File: config.mk
export PLATFORM = sky130hd
export DESIGN_NAME = delay_job_timer_table
export DESIGN_NICKNAME = d
export VERILOG_FILES = /design/src/rtl/djtt_pkg.sv /design/src/rtl/djtt_ram.sv /design/src/rtl/delay_job_timer_table.sv
export SDC_FILE = /design/constraint.sdc
export NUM_CORES = 2
export LEC_CHECK = 0
export ABC_AREA = 1
export BUFFER_PORTS_ARGS = -buffer_cell sky130_fd_sc_hd__buf_2
export CORE_ASPECT_RATIO = 1.75
export CORE_MARGIN = 10
export CORE_UTILIZATION = 25
export CTS_CLUSTER_DIAMETER = 120
export CTS_CLUSTER_SIZE = 12
export DETAILED_ROUTE_END_ITERATION = 12
export PLACE_DENSITY = 0.49
export SLEW_MARGIN = 25
export SYNTH_ARGS = -nofsm -noshare
export SYNTH_HDL_FRONTEND = slang
export SYNTH_HIERARCHICAL = 1
export SYNTH_SLANG_ARGS = --single-unit
File: constraint.sdc
create_clock -name clk -period 11.6 [get_ports clk]
set_input_delay 1.16 -clock clk [delete_from_list [all_inputs] [get_ports clk]]
set_output_delay 1.16 -clock clk [all_outputs]
set_load 0.05 [all_outputs]
File: src/rtl/djtt_pkg.sv
// ----------------------------------------------------------------------------
// djtt_pkg
// Shared codes for the delayed job timer table: operations, result kinds and
// the empty-table marker.
// ----------------------------------------------------------------------------
package djtt_pkg;

  localparam logic [1:0] OP_ADD    = 2'd0;
  localparam logic [1:0] OP_DELETE = 2'd1;
  localparam logic [1:0] OP_CHECK  = 2'd2;
  localparam logic [1:0] OP_TICK   = 2'd3;

  localparam logic [1:0] KIND_EXPIRED = 2'd0;
  localparam logic [1:0] KIND_ACK     = 2'd1;
  localparam logic [1:0] KIND_SUMMARY = 2'd2;

  localparam logic [31:0] ALL_ONES = 32'hffff_ffff;

endpackage

File: src/rtl/djtt_ram.sv
// ----------------------------------------------------------------------------
// djtt_ram
// Generic single-clock RAM, one write port and one read port, registered read.
// ----------------------------------------------------------------------------
module djtt_ram #(
  parameter int WIDTH = 8,
  parameter int DEPTH = 16,
  parameter int AW    = (DEPTH > 1) ? $clog2(DEPTH) : 1
) (
  input  logic             clk,
  input  logic             we,
  input  logic [AW-1:0]    waddr,
  input  logic [WIDTH-1:0] wdata,
  input  logic [AW-1:0]    raddr,
  output logic [WIDTH-1:0] rdata
);

  logic [WIDTH-1:0] mem [DEPTH];

  always_ff @(posedge clk) begin
    if (we) begin
      mem[waddr] <= wdata;
    end
    rdata <= mem[raddr];
  end

endmodule

File: src/rtl/delay_job_timer_table.sv
// ----------------------------------------------------------------------------
// delay_job_timer_table
// Table of delayed jobs (key, interval, last-armed time) held in one RAM,
// with per-slot valid flops. Add, delete, check and tick each scan the slots.
// ----------------------------------------------------------------------------
//  channel | signals                                   | transfer when
//  --------+-------------------------------------------+--------------------
//  input   | operation, job_key, interval, now         | in_valid & in_ready
//  output  | kind, out_key, present, status, min_left, | out_valid & out_ready
//          | last                                      |
//
//  Every operation reads each of the ENTRIES slots in turn through the one RAM
//  read port before the final result.
//  A tick holds its scan for every cycle in which an expired result finds the
//  output register full and unread; the final result waits the same way.
//  Reset clears the valid flops at once; no clearing pass.
//  A new input is taken once the final result is in the output register.
// ----------------------------------------------------------------------------
module delay_job_timer_table #(
  parameter int ENTRIES = 16
) (
  input  logic        clk,
  input  logic        rst,
  input  logic        in_valid,
  output logic        in_ready,
  input  logic [1:0]  operation,
  input  logic [15:0] job_key,
  input  logic [31:0] interval,
  input  logic [31:0] now,
  output logic        out_valid,
  input  logic        out_ready,
  output logic [1:0]  kind,
  output logic [15:0] out_key,
  output logic        present,
  output logic        status,
  output logic [31:0] min_left,
  output logic        last
);
  import djtt_pkg::*;

  localparam int IW = (ENTRIES > 1) ? $clog2(ENTRIES) : 1;
  localparam int CW = $clog2(ENTRIES + 1);

  typedef enum logic [2:0] {
    ST_IDLE = 3'b001,
    ST_SCAN = 3'b010,
    ST_FIN  = 3'b100
  } state_t;

  typedef struct packed {
    logic [15:0] key;
    logic [31:0] ival;
    logic [31:0] armed;
  } entry_t;

  state_t              state;
  logic [1:0]          op_q;
  logic [15:0]         key_q;
  logic [31:0]         ival_q;
  logic [31:0]         now_q;
  logic [CW-1:0]       cnt;
  logic                e_vld;
  logic [IW-1:0]       e_idx;
  logic [ENTRIES-1:0]  slot_valid;
  logic                hit;
  logic [IW-1:0]       hit_idx;
  logic                free_f;
  logic [IW-1:0]       free_idx;
  logic [31:0]         best;

  entry_t              rd_data;
  entry_t              wr_data;
  logic [IW-1:0]       rd_addr;
  logic [IW-1:0]       wr_addr;
  logic                we;

  logic                out_free;
  logic                out_load;
  logic                is_tick;
  logic                scan_more;
  logic                sv;
  logic [31:0]         age;
  logic [31:0]         left;
  logic                expired;
  logic                stall;
  logic                adv;

  always_comb begin
    out_free  = !out_valid || out_ready;
    is_tick   = (op_q == OP_TICK);
    scan_more = (cnt < CW'(ENTRIES));
    sv        = slot_valid[e_idx];
    age       = now_q - rd_data.armed;
    left      = rd_data.ival + rd_data.armed - now_q;
    expired   = sv && (age >= rd_data.ival);
    stall     = (state == ST_SCAN) && e_vld && is_tick && expired && !out_free;
    adv       = !stall;
    out_load  = ((state == ST_SCAN) && e_vld && is_tick && expired && out_free)
                || ((state == ST_FIN) && out_free);
    rd_addr   = (adv && scan_more) ? cnt[IW-1:0] : e_idx;
    we        = (state == ST_FIN) && out_free && (op_q == OP_ADD) && (hit || free_f);
    wr_addr   = hit ? hit_idx : free_idx;
    wr_data   = '{key: key_q, ival: ival_q, armed: now_q};
  end

  assign in_ready = (state == ST_IDLE);

  djtt_ram #(
    .WIDTH($bits(entry_t)),
    .DEPTH(ENTRIES),
    .AW   (IW)
  ) u_ram (
    .clk  (clk),
    .we   (we),
    .waddr(wr_addr),
    .wdata(wr_data),
    .raddr(rd_addr),
    .rdata(rd_data)
  );

  always_ff @(posedge clk) begin
    if (rst) begin
      state      <= ST_IDLE;
      out_valid  <= 1'b0;
      slot_valid <= '0;
      e_vld      <= 1'b0;
    end else begin
      if (out_load) begin
        out_valid <= 1'b1;
      end else if (out_ready) begin
        out_valid <= 1'b0;
      end
      case (state)
        ST_IDLE: begin
          if (in_valid) begin
            op_q   <= operation;
            key_q  <= job_key;
            ival_q <= interval;
            now_q  <= now;
            cnt    <= '0;
            e_vld  <= 1'b0;
            hit    <= 1'b0;
            free_f <= 1'b0;
            best   <= ALL_ONES;
            state  <= ST_SCAN;
          end
        end
        ST_SCAN: begin
          if (adv) begin
            e_vld <= scan_more;
            if (scan_more) begin
              e_idx <= cnt[IW-1:0];
              cnt   <= cnt + CW'(1);
            end
            if (e_vld) begin
              if (is_tick) begin
                if (expired) begin
                  slot_valid[e_idx] <= 1'b0;
                  kind      <= KIND_EXPIRED;
                  out_key   <= rd_data.key;
                  present   <= 1'b0;
                  status    <= 1'b0;
                  min_left  <= '0;
                  last      <= 1'b0;
                end else if (sv && (left < best)) begin
                  best <= left;
                end
              end else begin
                if (sv && (rd_data.key == key_q) && !hit) begin
                  hit     <= 1'b1;
                  hit_idx <= e_idx;
                end
                if (!sv && !free_f) begin
                  free_f   <= 1'b1;
                  free_idx <= e_idx;
                end
              end
            end
            if (!scan_more && !e_vld) begin
              state <= ST_FIN;
            end
          end
        end
        ST_FIN: begin
          if (out_free) begin
            last     <= 1'b1;
            status   <= (op_q == OP_ADD) && !hit && !free_f;
            min_left <= is_tick ? best : '0;
            present  <= hit && !is_tick;
            out_key  <= is_tick ? '0 : key_q;
            kind     <= is_tick ? KIND_SUMMARY : KIND_ACK;
            case (op_q)
              OP_ADD: begin
                if (!hit && free_f) begin
                  slot_valid[free_idx] <= 1'b1;
                end
              end
              OP_DELETE: begin
                if (hit) begin
                  slot_valid[hit_idx] <= 1'b0;
                end
              end
              default: begin
              end
            endcase
            state <= ST_IDLE;
          end
        end
        default: begin
          state <= ST_IDLE;
        end
      endcase
    end
  end

endmodule

Word-level counts from Yosys, hierarchy flattened
Memories as Yosys holds them, arrays and structs flattened. A register that Yosys moved wholly into a read port is not among the register bits.
Index checks and enable logic that the tools add are counted.
Widths: inputs -> output; s select.
Cells by class
  magnitude comparators: 9
  equality and inequality tests: 22
  multiplexer cells: 83
  $add $sub $neg: 4
  reduce and logical (&&, ||, !) cells: 50
  bitwise logic cells: 8
Operators by type and width (number)
  $mux 32: 12
  $mux 16: 13
  $pmux 32 s2: 2
  $pmux 16 s2: 3
  $sub 32x32->32: 2
  $add 32x32->32: 1
  $and 16x16->16: 2
  $ge 32x32->1: 1
  $lt 32x32->1: 1
  $not 16->16: 2
  $mux 1: 25
  $logic_and 1x1->1: 22
  $reduce_and 7->1: 3
  $ne 2x2->1 const B: 9
  $eq 16x16->1: 1
  $or 16x16->16: 1
  $lt 4x5->1 const B: 3
  $mux 5: 3
  $demux 1 s4: 3
  $ge 4x1->1 const B: 3
  $mux 2: 6
  $mux 3: 4
  $pmux 1 s2: 6
  $reduce_and 6->1: 2
  26 further kinds: 46
Word-level totals
  input bits: 86
  logic and storage cells: 198
  bits in registers: 207
  bits in writable memories: 1280
  memories kept: 1
  output and inout bits: 55
Memory list
  u_ram.mem: words 16, width 80, read ports 1, clocked after Yosys merged registers in 1, write ports 1, RTL line djtt_ram.sv:18  | logic [WIDTH-1:0] mem [DEPTH];

Logic depth before layout (Yosys ltp)
  depth after elaboration: 11
  depth in mapped cells: 35
  depth with buffers taken out: 32

By module
The synthesis kept the hierarchy.
Modules (own cells, without submodules)
  djtt_ram: area an instance 56165.1 um^2, cells an instance 5257, seq. area each 40038.4 um^2, instances 1
  delay_job_timer_table: area an instance 14808.0 um^2, cells an instance 1737, seq. area each 6005.8 um^2, instances 1

Least setup slack after synthesis
OpenSTA, ideal clock, no wires.
  path kind: register to register
  start: register now_q[2]
  end: register kind[0] (enable)
  library setup time: 595 ps
  slack: 2618 ps
  clock period less this slack: 8982 ps
  required time: 11005 ps
  buffers on the path: 1
  cell stages (with the launch flop): 25
  arrival time: 8386 ps
  path through: edfxtp_1 inv_1 ha_1 a21oi_1 nand2_1 a21oi_1 o21bai_2 a21oi_1 o21ai_1 nand2_1 nand2_1 xor2_1 ha_1 nand2_1 nand2_1 nand2_1 nand2_1 nand2_1 nand3_1 a21oi_1 nand2_1 nand4_2 buf_2 nand3_1 nor4_1
On the way
  longest elaborated chain between the ends: 7
  elaborated cells between the ends (all ways): 8
  classes of those cells: add/sub: 1; order compare: 1; eq/ne: 2; reduce/logical: 4
Ends and longest elaborated chain
  start: declaration: RTL line delay_job_timer_table.sv:60  | logic [31:0] now_q;
  start signal: assignment: RTL line delay_job_timer_table.sv:139  | now_q <= now;
  $sub 32x32->32 *: RTL line delay_job_timer_table.sv:93  | age = now_q - rd_data.armed;
  $ge 32x32->1 *: RTL line delay_job_timer_table.sv:95  | expired = sv && (age >= rd_data.ival);
  $logic_and 1x1->1 *: RTL line delay_job_timer_table.sv:95
  $logic_and 1x1->1 (2 in series): RTL line delay_job_timer_table.sv:96  | stall = (state == ST_SCAN) && e_vld && is_tick && expired && !out_free;
  $ne 2x2->1 (no source line)
  $reduce_and 7->1 (no source line) *
  end signal: assignment: RTL line delay_job_timer_table.sv:191  | kind <= is_tick ? KIND_SUMMARY : KIND_ACK;
  end: declaration: RTL line delay_job_timer_table.sv:32  | output logic [1:0] kind,
Mark *: on every way between the ends. The rest lies on a longest branch, timed or not.
A chain may end at the register's enable or synchronous reset.

Worst setup path in the final report
  start: register now_q[4]
  end: register u_ram.rdata[21], read port of u_ram.mem
On the way
  longest elaborated chain between the ends: 8
Ends and longest elaborated chain
  $sub 32x32->32: RTL line delay_job_timer_table.sv:93
  $ge 32x32->1: RTL line delay_job_timer_table.sv:95
  $logic_and 1x1->1: RTL line delay_job_timer_table.sv:95
  $logic_and 1x1->1 (2 in series): RTL line delay_job_timer_table.sv:96
  $logic_not 1->1: RTL line delay_job_timer_table.sv:97  | adv = !stall;
  $logic_and 1x1->1: RTL line delay_job_timer_table.sv:100  | rd_addr = (adv && scan_more) ? cnt[IW-1:0] : e_idx;
  $mux 4: RTL line delay_job_timer_table.sv:100
  via rd_addr[0]: RTL line delay_job_timer_table.sv:73  | logic [IW-1:0] rd_addr;
  end: declaration: RTL line djtt_ram.sv:15  | output logic [WIDTH-1:0] rdata
The timed path passes the listed nets, and every way through them passes these cells.

==> metrics.txt <==
run status=finished, final reports clean; upper clock frequency limit=0.128 GHz; filler cell count=29,149; GRT Util Overall=13.3%; row cnt=258; cell with the most instances after synthesis=sky130_fd_sc_hd__nand2_1; max-slew violation count=0; Post-CTS Hold Fix Bufs=0; top cell type by total area after synthesis=sky130_fd_sc_hd__edfxtp_1; number of antenna violations at the first check in global routing=16; Syn. warnings=6; sequential cell area=46,000 um^2; max-cap violation count=0; clock edge transition at the registers on the reported setup and hold paths=0.06 ns; Detail Route Antenna Nets=0; # port buffers=140; kind of launch point of the worst setup path=flip-flop; via count of the first global-routing pass=47,315; synthesized cell area=71,000 um^2; initial drt markers=3,120; Main synth FF type=sky130_fd_sc_hd__edfxtp_1; clock latency of the later-clocked register in the worst-skew pair=0.81 ns; final clock period utilization by the worst path=67.5%; critical path's slowest cell=sky130_fd_sc_hd__edfxtp_1; classification of the worst setup path=reg2reg; Layout area overhead=13.2%; HPWL Detailed=118,000 um; wire length per cell=19.3 um; share of post-route cells with drive strength above 1=6.02%; register bit total from synthesis=1,567; Finish-stage setup viols=0; Tmin final=7.83 ns; setup_tns=0 ns; endpoint arrival time on the critical path=8.50 ns; relative slew slack=29.6%; slowest stage delay, CP=0.80 ns; cell count after synthesis=6,994; share of flip-flops with an asynchronous set or reset=0%; clock sinks=1,567; total power=0.0133 W; global-route wire length before repair=311,000 um; Seq/Total Area, Yosys=64.9%; width of the die=423 um; number of nets at the end of the flow=7,354; critical path peak fanout=178; Net Count, Synth=7,269; Die Area=306,000 um^2; Via density=4.36; number of library cell types mapped by synthesis=51; power per cell area=166 nW/um^2; average cell area after synthesis=10.1 um^2; setup repair after global routing missed its margin=no; kind of capture point of the worst setup path=flip-flop; gp weighted congestion=0.846; area used by multi-input combinational logic=18,800 um^2; clock tree from TritonCTS=yes; worst min-delay path class=in2reg; required time of the worst setup path=12.27 ns; Max VDD drop=0.000104 V; Worst Clk Skew=0.0487 ns; library cell used as clock root buffer=sky130_fd_sc_hd__clkbuf_16; Max Root-Sink Buffers=4; Post-synth top cells=sky130_fd_sc_hd__nand2_1 (2,008), sky130_fd_sc_hd__edfxtp_1 (1,466), sky130_fd_sc_hd__inv_1 (1,295); number of enable-type register cells in the synthesized netlist=1,466; number of setup buffers added after CTS=0; grt ovf=0; maximum number of pins on one net before global-route repair=179; final design instance area without fill=80,300 um^2; measured slew at the worst slew-check pin=1.06 ns; post-cts resize count=0; IO Count=141; htree depth=4; DRC violations left=0; y dimension of the die=725 um; crit-path most repeated cell=sky130_fd_sc_hd__nand2_1; detailed-route via count=47,711; Final Hold Vio Count=0; area share of the largest cell type after synthesis=62.0%; instance area at placement=76,000 um^2; Core Footprint=282,000 um^2; effective utilization at floorplan=25.1%; leakage power=33.8 nW; synth top area cells=sky130_fd_sc_hd__edfxtp_1 (62%), sky130_fd_sc_hd__nand2_1 (11%), sky130_fd_sc_hd__nand3_1 (7.2%); CTS buffer count=156; iteration count of the initial detailed-routing pass=6; WL final=211,000 um
## cell usage in the layout, fill, tap and decap left out, types with 12 or more instances in the layout
cell type | netlist | final
sky130_fd_sc_hd__nand4_1 | 13 | 13
sky130_fd_sc_hd__a21oi_1 | 121 | 119
sky130_fd_sc_hd__a21o_1 | 12 | 12
sky130_fd_sc_hd__buf_12 | 0 | 17
sky130_fd_sc_hd__buf_2 | 187 | 140
sky130_fd_sc_hd__o21ai_0 | 77 | 77
sky130_fd_sc_hd__xor2_1 | 44 | 44
sky130_fd_sc_hd__edfxtp_1 | 1466 | 1466
sky130_fd_sc_hd__xnor2_1 | 17 | 17
sky130_fd_sc_hd__nor2_4 | 0 | 18
sky130_fd_sc_hd__fa_1 | 32 | 32
sky130_fd_sc_hd__nand3_1 | 1019 | 1019
sky130_fd_sc_hd__nand2_1 | 2008 | 2007
sky130_fd_sc_hd__buf_4 | 17 | 56
sky130_fd_sc_hd__ha_1 | 157 | 157
sky130_fd_sc_hd__clkbuf_16 | 0 | 158
sky130_fd_sc_hd__nor2_1 | 193 | 175
sky130_fd_sc_hd__nor3_1 | 14 | 14
sky130_fd_sc_hd__clkbuf_1 | 55 | 90
sky130_fd_sc_hd__or2_2 | 13 | 13
sky130_fd_sc_hd__o21ai_1 | 18 | 17
sky130_fd_sc_hd__inv_1 | 1295 | 1295
sky130_fd_sc_hd__dfxtp_1 | 101 | 101
## power by group
part | internal (W) | total (W) | switching, W
clock network | 0.00252 | 0.00464 | 0.00212
registers | 0.00628 | 0.00643 | 0.000150
logic | 0.000725 | 0.00225 | 0.00152
## worst max-delay path, delay by kind of cell (launching register included)
kind / cells / cell delay, ns
compound gates: 5 / 1.35
fa+ha+maj: 2 / 0.66
buf+inv: 3 / 1.20
flops: 1 / 0.80
simple gates: 19 / 3.04
## state kept, by name, indices dropped and copies added (netlist names), 32 cells and up
| register | flops |
|---|---|
| min_left | 32 |
| u_ram/rdata | 80 |
| best | 32 |
| u_ram/mem | 1280 |
| now_q | 32 |
| ival_q | 32 |
## metal layers
| layer | part of all wire (%) | routed length, um | up-vias | global-route usage [%] |
|---|---|---|---|---|
| met1 | 41 | 86200 | 23550 | 15.8 |
| li1 | - | - | 22748 | - |
| met3 | 3.7 | 7740 | 346 | 1.32 |
| met5 | 0.032 | 67 | - | 0 |
| met2 | 52 | 110000 | 1057 | 24.7 |
| met4 | 3.3 | 6950 | 10 | 4.39 |
## cell families after synthesis
kind of cell / Yosys count / synth area share [%]
AND/OR/NAND/NOR: 3284 / 19.4
AO/OA/AOI/OAI: 302 / 2.43
flip-flops: 1567 / 64.9
adder cells (fa/ha/maj): 189 / 3.67
buffers and inverters: 1591 / 8.86
XOR/XNOR: 61 / 0.753
## final timing paths
| path | from | end | slack, ns | cells after the start |
|---|---|---|---|---|
| setup / recovery | now_q[4] | u_ram/rdata[21] | 3.77 | 29 |
| hold / removal | interval[3] | ival_q[3] | 0.53 | 1 |
| setup reg to reg | now_q[4] | u_ram/rdata[21] | 3.77 | 29 |
| hold reg to reg | cnt[3] | e_idx[3] | 0.55 | 0 |
## final cells by class
type / instances / share of cell area (%)
flip-flops and latches: 1567 / 57.3
multi-input cells: 3836 / 23.4
inverters: 1305 / 6.13
well taps: 3770 / 5.87
clock buffers: 248 / 5.34
repair buffers: 213 / 1.82
clock inverters: 4 / 0.0514
diodes: 4 / 0.0125
## stage by stage
| stage | setup slack (ns) | utilization (%) | std cells | hold WS (ns) |
|---|---|---|---|---|
| 3_3_place_gp | 3.77 | 26.9 | 10691 | 0.511 |
| 5_1_grt | 3.12 | 28.4 | 10946 | 0.502 |
| 2_1_floorplan | 2.62 | - | 6994 | 0.451 |
| 4_1_cts | 3.66 | 28.4 | 10943 | 0.476 |
| 6_report | 3.77 | 28.4 | 10947 | 0.529 |
| 3_5_place_dp | 3.71 | 26.9 | 10691 | 0.514 |
Power figures use the tool's default switching activity.
